==> config.mk <==
export PLATFORM = sky130hd
export DESIGN_NAME = two_channel_stepper_positioner_flat
export DESIGN_NICKNAME = d
export VERILOG_FILES = /design/src/tcsp_pkg.sv /design/src/tcsp_ifs.sv /design/src/tcsp_apb_regs.sv /design/src/tcsp_channel.sv /design/src/two_channel_stepper_positioner.sv /design/src/flat_wrapper.sv
export SDC_FILE = /design/constraint.sdc
export NUM_CORES = 1
export LEC_CHECK = 0
export BUFFER_PORTS_ARGS = -buffer_cell sky130_fd_sc_hd__clkbuf_2
export CORE_UTILIZATION = 55
export DETAILED_ROUTE_END_ITERATION = 10
export MAX_ROUTING_LAYER = met4
export PLACE_DENSITY = 0.74
export SLEW_MARGIN = 20
export SYNTH_ARGS = -nofsm -noshare
export SYNTH_HDL_FRONTEND = slang
export SYNTH_SLANG_ARGS = --single-unit
==> constraint.sdc <==
create_clock -name clk -period 10.9 [get_ports clk]
set_clock_uncertainty 0.15 [all_clocks]
set_input_delay 2.18 -clock clk [delete_from_list [all_inputs] [get_ports clk]]
set_output_delay 2.18 -clock clk [all_outputs]
set_load 0.005 [all_outputs]
==> src/tcsp_pkg.sv <==
`default_nettype none

package tcsp_pkg;

  localparam int FIELD_BITS            = 16;
  localparam int POSITION_BITS_DEFAULT = 16;
  localparam int PHASE_COUNT           = 4;
  localparam int PHASE_BITS            = 2;
  localparam int COIL_BITS             = 4;
  localparam int TICK_BITS             = 8;
  localparam int APB_ADDR_BITS         = 3;
  localparam int APB_DATA_BITS         = 32;

  localparam logic [TICK_BITS-1:0] TICKS_RESET = 8'd5;

  typedef enum logic [2:0] {
    ACT_TICK        = 3'd0,
    ACT_MOVE        = 3'd1,
    ACT_JOG         = 3'd2,
    ACT_CONFIRM_TOP = 3'd3,
    ACT_MARK_TOP    = 3'd4,
    ACT_MARK_BOTTOM = 3'd5
  } action_t;

  typedef enum logic [1:0] {
    ST_ACCEPTED = 2'd0,
    ST_BUSY     = 2'd1,
    ST_NOTHING  = 2'd2,
    ST_TICK     = 2'd3
  } status_t;

  typedef enum logic {
    REG_TICKS_PER_STEP = 1'b0
  } reg_index_t;

  typedef struct packed {
    logic [2:0]            action;
    logic                  channel;
    logic [FIELD_BITS-1:0] target_position;
    logic [FIELD_BITS-1:0] jog_steps;
    logic                  jog_down;
    logic                  grow_range;
  } cmd_t;

  typedef struct packed {
    logic [COIL_BITS-1:0]  coils_big;
    logic [COIL_BITS-1:0]  coils_small;
    logic [1:0]            status;
    logic                  busy_big;
    logic                  busy_small;
    logic [FIELD_BITS-1:0] position;
    logic [FIELD_BITS-1:0] max_position;
  } res_t;

  typedef struct packed {
    logic                  busy;
    logic [COIL_BITS-1:0]  coils;
    logic [FIELD_BITS-1:0] position;
    logic [FIELD_BITS-1:0] max_position;
  } chan_view_t;

endpackage

`default_nettype wire

==> src/tcsp_ifs.sv <==
`default_nettype none

interface tcsp_cmd_if;
  logic          valid;
  logic          ready;
  tcsp_pkg::cmd_t payload;

  modport source (output valid, output payload, input ready);
  modport sink (input valid, input payload, output ready);
endinterface

interface tcsp_res_if;
  logic          valid;
  logic          ready;
  tcsp_pkg::res_t payload;

  modport source (output valid, output payload, input ready);
  modport sink (input valid, input payload, output ready);
endinterface

`default_nettype wire

==> src/tcsp_apb_regs.sv <==
`default_nettype none

module tcsp_apb_regs (
  input  logic                                clk,
  input  logic                                rst,
  input  logic                                psel,
  input  logic                                penable,
  input  logic                                pwrite,
  input  logic [tcsp_pkg::APB_ADDR_BITS-1:0]  paddr,
  input  logic [tcsp_pkg::APB_DATA_BITS-1:0]  pwdata,
  output logic [tcsp_pkg::APB_DATA_BITS-1:0]  prdata,
  output logic                                pready,
  output logic [tcsp_pkg::TICK_BITS-1:0]      ticks_per_step
);

  logic reg_sel;
  logic wr_en;

  assign reg_sel = paddr[tcsp_pkg::APB_ADDR_BITS-1];
  assign wr_en   = psel && penable && pwrite;
  assign pready  = 1'b1;

  always_ff @(posedge clk) begin
    if (rst) begin
      ticks_per_step <= tcsp_pkg::TICKS_RESET;
    end else if (wr_en && (reg_sel == tcsp_pkg::REG_TICKS_PER_STEP)) begin
      ticks_per_step <= pwdata[tcsp_pkg::TICK_BITS-1:0];
    end
  end

  always_comb begin
    unique case (reg_sel)
      tcsp_pkg::REG_TICKS_PER_STEP: begin
        prdata = {{(tcsp_pkg::APB_DATA_BITS - tcsp_pkg::TICK_BITS){1'b0}}, ticks_per_step};
      end
      default: begin
        prdata = '0;
      end
    endcase
  end

endmodule

`default_nettype wire

==> src/tcsp_channel.sv <==
`default_nettype none

module tcsp_channel #(
  parameter int POSITION_BITS = tcsp_pkg::POSITION_BITS_DEFAULT
) (
  input  logic                           clk,
  input  logic                           rst,
  input  logic                           fire,
  input  logic                           sel,
  input  tcsp_pkg::cmd_t                 cmd,
  input  logic [tcsp_pkg::TICK_BITS-1:0] ticks_per_step,
  output tcsp_pkg::chan_view_t           view,
  output tcsp_pkg::status_t              status
);

  localparam int FB = tcsp_pkg::FIELD_BITS;
  localparam int WB = (POSITION_BITS > FB) ? POSITION_BITS : FB;
  localparam int PB = tcsp_pkg::PHASE_BITS;
  localparam int CB = tcsp_pkg::COIL_BITS;
  localparam int TB = tcsp_pkg::TICK_BITS;
  localparam logic [WB:0] POS_MAX_X =
    {{(WB + 1 - POSITION_BITS){1'b0}}, {POSITION_BITS{1'b1}}};

  logic [POSITION_BITS-1:0] pos, pos_next;
  logic [POSITION_BITS-1:0] bot, bot_next;
  logic [POSITION_BITS-1:0] ctgt, ctgt_next;
  logic                     run, run_next;
  logic                     down, down_next;
  logic                     commit, commit_next;
  logic [PB-1:0]            phase, phase_next;
  logic [WB-1:0]            steps, steps_next;
  logic [TB-1:0]            hold, hold_next;
  logic [CB-1:0]            coils, coils_next;

  logic [WB:0]              tgt_x, pos_x, bot_x, jog_x, pos_sum, bot_sum;
  logic [WB:0]              pos_out_x, bot_out_x;
  logic [POSITION_BITS-1:0] tgt_sat, pos_grow, bot_grow, move_diff;
  logic                     move_down;
  logic [TB-1:0]            hold_time;

  logic                     start;
  logic [WB-1:0]            start_steps;
  logic                     start_down;
  logic                     start_commit;
  logic [POSITION_BITS-1:0] start_tgt;

  always_comb begin
    tgt_x     = {{(WB + 1 - FB){1'b0}}, cmd.target_position};
    jog_x     = {{(WB + 1 - FB){1'b0}}, cmd.jog_steps};
    pos_x     = {{(WB + 1 - POSITION_BITS){1'b0}}, pos};
    bot_x     = {{(WB + 1 - POSITION_BITS){1'b0}}, bot};
    tgt_sat   = (tgt_x > POS_MAX_X) ? POS_MAX_X[POSITION_BITS-1:0] : tgt_x[POSITION_BITS-1:0];
    pos_sum   = pos_x + jog_x;
    bot_sum   = bot_x + jog_x;
    pos_grow  = (pos_sum > POS_MAX_X) ? POS_MAX_X[POSITION_BITS-1:0] : pos_sum[POSITION_BITS-1:0];
    bot_grow  = (bot_sum > POS_MAX_X) ? POS_MAX_X[POSITION_BITS-1:0] : bot_sum[POSITION_BITS-1:0];
    move_down = pos < tgt_sat;
    move_diff = move_down ? (tgt_sat - pos) : (pos - tgt_sat);
    hold_time = (ticks_per_step == '0) ? TB'(1) : ticks_per_step;
  end

  always_comb begin
    pos_next     = pos;
    bot_next     = bot;
    ctgt_next    = ctgt;
    run_next     = run;
    down_next    = down;
    commit_next  = commit;
    phase_next   = phase;
    steps_next   = steps;
    hold_next    = hold;
    coils_next   = coils;
    status       = tcsp_pkg::ST_NOTHING;
    start        = 1'b0;
    start_steps  = '0;
    start_down   = 1'b0;
    start_commit = 1'b0;
    start_tgt    = '0;

    unique case (cmd.action) inside
      tcsp_pkg::ACT_TICK: begin
        status = tcsp_pkg::ST_TICK;
        if (run) begin
          if (hold > TB'(1)) begin
            hold_next = hold - TB'(1);
          end else if (steps != '0) begin
            steps_next = steps - WB'(1);
            phase_next = down ? (phase - PB'(1)) : (phase + PB'(1));
            coils_next = CB'(1) << phase_next;
            hold_next  = hold_time;
          end else begin
            hold_next   = '0;
            coils_next  = '0;
            run_next    = 1'b0;
            commit_next = 1'b0;
            if (commit) begin
              pos_next = ctgt;
            end
          end
        end
      end
      tcsp_pkg::ACT_MOVE, tcsp_pkg::ACT_JOG, tcsp_pkg::ACT_CONFIRM_TOP,
      tcsp_pkg::ACT_MARK_TOP, tcsp_pkg::ACT_MARK_BOTTOM: begin
        status = run ? tcsp_pkg::ST_BUSY : tcsp_pkg::ST_ACCEPTED;
        if (sel && !run) begin
          case (cmd.action)
            tcsp_pkg::ACT_MOVE: begin
              if (pos == tgt_sat) begin
                status = tcsp_pkg::ST_NOTHING;
              end else begin
                start        = 1'b1;
                start_steps  = WB'(move_diff);
                start_down   = move_down;
                start_commit = 1'b1;
                start_tgt    = tgt_sat;
              end
            end
            tcsp_pkg::ACT_JOG: begin
              if (cmd.jog_down && cmd.grow_range) begin
                pos_next = pos_grow;
                bot_next = bot_grow;
              end
              start       = 1'b1;
              start_steps = jog_x[WB-1:0];
              start_down  = cmd.jog_down;
            end
            tcsp_pkg::ACT_CONFIRM_TOP: begin
              pos_next = '0;
              bot_next = '0;
            end
            tcsp_pkg::ACT_MARK_TOP: begin
              pos_next = '0;
            end
            tcsp_pkg::ACT_MARK_BOTTOM: begin
              pos_next = bot;
            end
            default: begin
            end
          endcase
        end
      end
      default: begin
        status = tcsp_pkg::ST_NOTHING;
      end
    endcase

    if (start) begin
      down_next   = start_down;
      commit_next = start_commit;
      ctgt_next   = start_tgt;
      if (start_steps == '0) begin
        phase_next = '0;
        coils_next = '0;
        run_next   = 1'b0;
      end else begin
        phase_next = start_down ? PB'(tcsp_pkg::PHASE_COUNT - 1) : PB'(1);
        coils_next = CB'(1) << phase_next;
        run_next   = 1'b1;
        steps_next = start_steps - WB'(1);
        hold_next  = hold_time;
      end
    end
  end

  always_ff @(posedge clk) begin
    if (rst) begin
      pos    <= '0;
      bot    <= '0;
      ctgt   <= '0;
      run    <= 1'b0;
      down   <= 1'b0;
      commit <= 1'b0;
      phase  <= '0;
      steps  <= '0;
      hold   <= '0;
      coils  <= '0;
    end else if (fire) begin
      pos    <= pos_next;
      bot    <= bot_next;
      ctgt   <= ctgt_next;
      run    <= run_next;
      down   <= down_next;
      commit <= commit_next;
      phase  <= phase_next;
      steps  <= steps_next;
      hold   <= hold_next;
      coils  <= coils_next;
    end
  end

  always_comb begin
    pos_out_x         = {{(WB + 1 - POSITION_BITS){1'b0}}, pos_next};
    bot_out_x         = {{(WB + 1 - POSITION_BITS){1'b0}}, bot_next};
    view.busy         = run_next;
    view.coils        = coils_next;
    view.position     = pos_out_x[FB-1:0];
    view.max_position = bot_out_x[FB-1:0];
  end

endmodule

`default_nettype wire

==> src/two_channel_stepper_positioner.sv <==
`default_nettype none

// Two-channel wave-drive stepper positioner. Each item is a tick or a command for
// one motor and yields exactly one result item. Items pass an input register,
// combinational per-channel update logic, and a result register: one item per
// cycle sustained while results are taken, and the result is registered when
// its item leaves the input register. While a result waits for its taker the
// input register can still take one more item, then the input stalls. Motion is paced
// by tick items: each step holds its coil for ticks_per_step ticks (0 acts as 1),
// so a run of n steps ends on the n*T-th tick after its command. Register
// ticks_per_step sits at APB byte address 0 and resets to 5.
module two_channel_stepper_positioner #(
  parameter int POSITION_BITS = tcsp_pkg::POSITION_BITS_DEFAULT
) (
  input  logic                               clk,
  input  logic                               rst,
  tcsp_cmd_if.sink                           cmd,
  tcsp_res_if.source                         res,
  input  logic                               psel,
  input  logic                               penable,
  input  logic                               pwrite,
  input  logic [tcsp_pkg::APB_ADDR_BITS-1:0] paddr,
  input  logic [tcsp_pkg::APB_DATA_BITS-1:0] pwdata,
  output logic [tcsp_pkg::APB_DATA_BITS-1:0] prdata,
  output logic                               pready
);

  logic [tcsp_pkg::TICK_BITS-1:0] ticks_per_step;

  logic                 in_valid;
  tcsp_pkg::cmd_t       in_item;
  logic                 out_valid;
  tcsp_pkg::res_t       out_item;
  tcsp_pkg::res_t       out_next;
  logic                 advance;

  tcsp_pkg::chan_view_t view_big, view_small;
  tcsp_pkg::status_t    status_big, status_small;

  tcsp_apb_regs u_regs (
    .clk            (clk),
    .rst            (rst),
    .psel           (psel),
    .penable        (penable),
    .pwrite         (pwrite),
    .paddr          (paddr),
    .pwdata         (pwdata),
    .prdata         (prdata),
    .pready         (pready),
    .ticks_per_step (ticks_per_step)
  );

  assign advance   = in_valid && (!out_valid || res.ready);
  assign cmd.ready = !in_valid || advance;

  always_ff @(posedge clk) begin
    if (rst) begin
      in_valid <= 1'b0;
    end else if (cmd.valid && cmd.ready) begin
      in_valid <= 1'b1;
    end else if (advance) begin
      in_valid <= 1'b0;
    end
  end

  always_ff @(posedge clk) begin
    if (cmd.valid && cmd.ready) begin
      in_item <= cmd.payload;
    end
  end

  tcsp_channel #(.POSITION_BITS(POSITION_BITS)) u_chan_big (
    .clk            (clk),
    .rst            (rst),
    .fire           (advance),
    .sel            (!in_item.channel),
    .cmd            (in_item),
    .ticks_per_step (ticks_per_step),
    .view           (view_big),
    .status         (status_big)
  );

  tcsp_channel #(.POSITION_BITS(POSITION_BITS)) u_chan_small (
    .clk            (clk),
    .rst            (rst),
    .fire           (advance),
    .sel            (in_item.channel),
    .cmd            (in_item),
    .ticks_per_step (ticks_per_step),
    .view           (view_small),
    .status         (status_small)
  );

  always_comb begin
    out_next.coils_big    = view_big.coils;
    out_next.coils_small  = view_small.coils;
    out_next.busy_big     = view_big.busy;
    out_next.busy_small   = view_small.busy;
    out_next.status       = in_item.channel ? status_small : status_big;
    out_next.position     = in_item.channel ? view_small.position : view_big.position;
    out_next.max_position = in_item.channel ? view_small.max_position
                                            : view_big.max_position;
  end

  always_ff @(posedge clk) begin
    if (rst) begin
      out_valid <= 1'b0;
    end else if (advance) begin
      out_valid <= 1'b1;
    end else if (res.ready) begin
      out_valid <= 1'b0;
    end
  end

  always_ff @(posedge clk) begin
    if (advance) begin
      out_item <= out_next;
    end
  end

  assign res.valid   = out_valid;
  assign res.payload = out_item;

endmodule

`default_nettype wire

==> src/flat_wrapper.sv <==
// flat-port wrapper written by rule: the top's interface ports become plain ports
module two_channel_stepper_positioner_flat 
#(
  parameter int POSITION_BITS = tcsp_pkg::POSITION_BITS_DEFAULT
)
  (clk, rst, psel, penable, pwrite, paddr, pwdata, prdata, pready, cmd_valid, cmd_payload, cmd_ready, res_valid, res_payload, res_ready);
  tcsp_cmd_if cmd_i ();
  tcsp_res_if res_i ();
  input  logic clk;
  input  logic rst;
  input  logic psel;
  input  logic penable;
  input  logic pwrite;
  input  logic [tcsp_pkg::APB_ADDR_BITS-1:0] paddr;
  input  logic [tcsp_pkg::APB_DATA_BITS-1:0] pwdata;
  output logic [tcsp_pkg::APB_DATA_BITS-1:0] prdata;
  output logic pready;
  input wire logic [$bits(cmd_i.valid)-1:0] cmd_valid;
  input wire logic [$bits(cmd_i.payload)-1:0] cmd_payload;
  output wire logic [$bits(cmd_i.ready)-1:0] cmd_ready;
  output wire logic [$bits(res_i.valid)-1:0] res_valid;
  output wire logic [$bits(res_i.payload)-1:0] res_payload;
  input wire logic [$bits(res_i.ready)-1:0] res_ready;
  assign cmd_i.valid = cmd_valid;
  assign cmd_i.payload = cmd_payload;
  assign cmd_ready = cmd_i.ready;
  assign res_valid = res_i.valid;
  assign res_payload = res_i.payload;
  assign res_i.ready = res_ready;
  two_channel_stepper_positioner #(.POSITION_BITS(POSITION_BITS)) u_core (.clk(clk), .rst(rst), .cmd(cmd_i), .res(res_i), .psel(psel), .penable(penable), .pwrite(pwrite), .paddr(paddr), .pwdata(pwdata), .prdata(prdata), .pready(pready));
endmodule
==> impl_metrics.yaml <==
job:
  maxCapViolCount: 0
routing:
  firstDrtPassIters: 8
  ant_nets: 0
  wl_per_cell_um: 24.5
  routed_wl_mm: 75.7
  vias: 20800
  route.detailed.drc: 0
  avgViaCountPerCell: 6.73
  drt_iter0_markers: 2213
floorplanning:
  die_w_um: 194
  core_area_um2: 36500
  die-area_um2: 37700
  rows: 70
  die_h_um: 194
  start_util_pct: 55.6
  ioPinCount: 159
final_layout:
  synthToLayoutAreaGrowth_pct: 8.50
  final_nets: 2827
  fill_cells: 3369
  fin_area_um2: 22000
  utilization_pct: 60.4
  fin_cells: 3085
  layout_common_cells: "nor2_1 (311), a21oi_1 (238), nand2_1 (212), dfxtp_1 (172), ha_1 (144)"
  drive_gt1_share_pct: 9.06
  antenna-diode-count: 0
  layout_commonest_cell: "nor2_1"
synthesis:
  synth_edf_count: 82
  ys_warn_count: 0
  synth_top_family_by_area: "compound AO/OA/AOI/OAI gates"
  synth_seq_cells: 254
  avgSynthCellArea_um2: 7.88
  ys.flop_type: "dfxtp_1"
  synthCells: 2579
  synth_compound_area_share_pct: 29.5
  ys_seq_area_share_pct: 29.1
  synthXorXnorAreaFrac_pct: 3.19
  synthAdderAreaFrac_pct: 9.66
  synth_cell_types: 96
  syn_area_um2: 20300
  muxShareOfSynthArea_pct: 2.06
  synthSimpleGateAreaFrac_pct: 20.9
  ys_async_sr_fraction_pct: 0
sta:
  max_slew_margin_pct: 29.0
  finalCritPeriodShare_pct: 56.7
  finalMaxSlewViolations: 0
  min_period_ns: 6.18
  finalHoldViolCount: 0
  setup_violations: 0
  fmax_mhz: 162
  fin_tns_setup_ns: 0
  worstMarginPinSlew_ns: 1.06
  rsz0062_at_grt: "no"
global_route:
  grt_overflow: 0
  antenna_found_initial: 1
  track_usage_pct: 40.0
  first_global_vias: 18900
  grt_max_degree: 84
  grt_pass1_wl_mm: 113
clock_network:
  cts.sinks: 254
  postCtsSetupRepairBufs: 0
  ctsHoldBuffers: 0
  cts_max_level: 1
  cts_tree: "yes"
  clk_pin_slew_worst_paths_ns: 0.07
  cts_buffer_depth: 3
  cts_made_buffers: 29
  clock_latency_ns: 0.57
  root_buffer: "clkbuf_16"
  cts_resized: 0
pwr:
  p_sw_mw: 0.892
  ir_drop_mv: 0.167
  power_mw: 2.78
  pwr-share-clk_pct: 38.4
  power.density_nw_per_um2: 126
  p_int_mw: 1.88
  switching_share_pct: 32.1
  seqPwrFrac_pct: 39.1
  p_leak_nw: 8.53
  pwr-share-comb_pct: 22.5
setup_path:
  slowest_stage: "o311ai_2"
  critPathLaunch: "u_core.in_item[19]$_DFFE_PP_"
  cp.arrival_ns: 6.51
  rrSetupSlack_ns: 4.72
  cp.depth: 15
  timing.rr.start: "u_core.in_item[19]$_DFFE_PP_"
  rr_endpoint: "u_core.u_chan_small.hold[1]$_SDFFE_PP0P_"
  crit_top_cell: "a211oi_1"
  crit_path_end: "u_core.u_chan_small.hold[1]$_SDFFE_PP0P_"
  timing.critical_path.cells: "inv_1, fa_1, a211oi_1, o21ai_0, o311ai_2, a221oi_1, a211oi_1, and2b_1, nand3_1, o41ai_2, a21oi_2, buf_4, a211oi_1, a211oi_1, a211oi_1"
  cp_top_family: "compound AO/OA/AOI/OAI gates"
  critPathMaxStageDelay_ns: 0.78
  cp_max_fo: 18
  r2r_cells: 15
  critical_path_class: "flop to flop"
  cp_num_buf_inv: 2
  startpoint_type: "flop"
  cp.required_ns: 11.23
  cp-end-kind: "flop"
placement:
  place_congestion: 1.06
  hpwl_mm: 55.9
  place_area_um2: 21000
  placed_cells: 3032
  portBuffers: 107
min_path:
  hold_class: "flop to flop"
status:
  outcome: "completed"
==> how the worst min path moves through the flow <==
| stage | slack [ns] | from | end | cells past startpoint |
|---|---|---|---|---|
| finish | 0.31 | u_core.u_chan_big.coils[0]$_SDFFE_PP0P_ | u_core.u_chan_big.coils[0]$_SDFFE_PP0P_ | 2 |
| CTS | 0.31 | u_core.u_chan_big.coils[2]$_SDFFE_PP0P_ | u_core.u_chan_big.coils[2]$_SDFFE_PP0P_ | 2 |
| global placement | 0.29 | u_core.u_chan_big.coils[2]$_SDFFE_PP0P_ | u_core.u_chan_big.coils[2]$_SDFFE_PP0P_ | 2 |
| global route | 0.33 | u_core.u_chan_big.coils[0]$_SDFFE_PP0P_ | u_core.u_chan_big.coils[0]$_SDFFE_PP0P_ | 2 |
| detailed placement | 0.30 | u_core.u_chan_big.coils[2]$_SDFFE_PP0P_ | u_core.u_chan_big.coils[2]$_SDFFE_PP0P_ | 2 |
| floorplan | 0.29 | u_core.u_chan_big.coils[0]$_SDFFE_PP0P_ | u_core.u_chan_big.coils[0]$_SDFFE_PP0P_ | 2 |
==> final cells by class <==
| class | count | area, um^2 | area share, % |
|---|---|---|---|
| Clock buffer | 41 | 863 | 3.92 |
| Clock inverter | 12 | 168 | 0.761 |
| Inverter | 98 | 373 | 1.69 |
| Multi-Input combinational cell | 2078 | 13400 | 60.8 |
| Sequential cell | 254 | 5910 | 26.8 |
| Tap cell | 468 | 586 | 2.66 |
| Timing Repair Buffer | 134 | 741 | 3.36 |
==> cells in the mapped netlist, types with 9 or more instances <==
cell type / instances / area share [%]
a311oi_1: 11 / 0.47
a22oi_1: 60 / 2.2
o221ai_1: 29 / 1.2
edfxtp_1: 82 / 12
clkbuf_1: 119 / 2.2
o211ai_1: 27 / 1.0
nand3_1: 68 / 1.7
nor2b_1: 36 / 1.1
buf_2: 17 / 0.42
and2_1: 13 / 0.40
or4_1: 11 / 0.41
nand2b_1: 40 / 1.2
o22ai_1: 12 / 0.37
mux2i_1: 34 / 1.7
buf_1: 9 / 0.17
a21oi_1: 239 / 5.9
a21boi_0: 9 / 0.33
xor2_1: 20 / 0.86
xnor2_1: 54 / 2.3
a221oi_1: 27 / 1.2
o31ai_1: 17 / 0.63
a211oi_1: 65 / 2.4
inv_1: 96 / 1.8
o21ai_0: 142 / 3.5
nand2_1: 213 / 3.9
a31oi_1: 34 / 1.0
a21o_1: 35 / 1.3
nor3_1: 81 / 2.0
o21a_1: 36 / 1.3
buf_4: 25 / 0.92
nand4_1: 11 / 0.34
or3_1: 24 / 0.74
dfxtp_1: 172 / 17
a2bb2oi_1: 11 / 0.47
nand3b_1: 14 / 0.52
a211o_1: 11 / 0.47
ha_1: 144 / 8.9
nor4_1: 17 / 0.52
and3_1: 24 / 0.74
nor2_1: 314 / 5.8
o21bai_1: 11 / 0.41
==> per-layer routing <==
layer	track usage [%]	up-vias	share of wire [%]
met2	59.1	1098	43
met5	-	-	0
met1	52.9	9899	42
li1	-	9583	-
met4	19.9	0	5.5
met3	6.37	182	9.7
==> cells by family after synthesis <==
logic type / Yosys count
AO/OA/AOI/OAI: 885
XOR/XNOR: 74
adder cells (fa/ha/maj): 152
buffers and inverters: 270
flip-flops: 254
multiplexers: 41
other: 2
AND/OR/NAND/NOR: 901
==> worst reg2reg max path, delay by kind of cell (launching register included) <==
| kind | cells | cell delay [ns] |
|---|---|---|
| fa+ha+maj | 1 | 0.48 |
| compound gates | 10 | 3.72 |
| flops | 1 | 0.66 |
| simple gates | 2 | 0.52 |
| buf+inv | 2 | 0.57 |
==> metrics by stage <==
step / setup slack (ns) / hold slack (ns)
floorplan: 5.99 / 0.287
CTS: 4.93 / 0.308
detailed placement: 4.94 / 0.298
global route: 4.38 / 0.328
finish: 4.72 / 0.308
global placement: 5.07 / 0.293
==> flip-flops by register name, summed over array words and instances, names as in the netlist, 2 cells and up <==
register / cells
u_core.in_item: 38
u_core.res.payload: 44
u_core.u_chan_big.bot: 16
u_core.u_chan_big.coils: 4
u_core.u_chan_big.ctgt: 16
u_core.u_chan_big.hold: 8
u_core.u_chan_big.phase: 2
u_core.u_chan_big.pos: 16
u_core.u_chan_big.steps: 16
u_core.u_chan_small.bot: 16
u_core.u_chan_small.coils: 4
u_core.u_chan_small.ctgt: 16
u_core.u_chan_small.hold: 8
u_core.u_chan_small.phase: 2
u_core.u_chan_small.pos: 16
u_core.u_chan_small.steps: 16
u_core.u_regs.ticks_per_step: 8
==> power groups by stage <==
| stage | sequential (mW) | clock (mW) | combinational (mW) |
|---|---|---|---|
| finish | 1.08 | 1.06 | 0.626 |
| global route | 1.08 | 1.10 | 0.676 |
| CTS | 1.08 | 1.07 | 0.609 |
| detailed placement | 1.10 | 0 | 0.605 |
| global placement | 1.10 | 0 | 0.595 |
| floorplan | 1.06 | 0 | 0.451 |
Power figures use the tool's default switching activity.
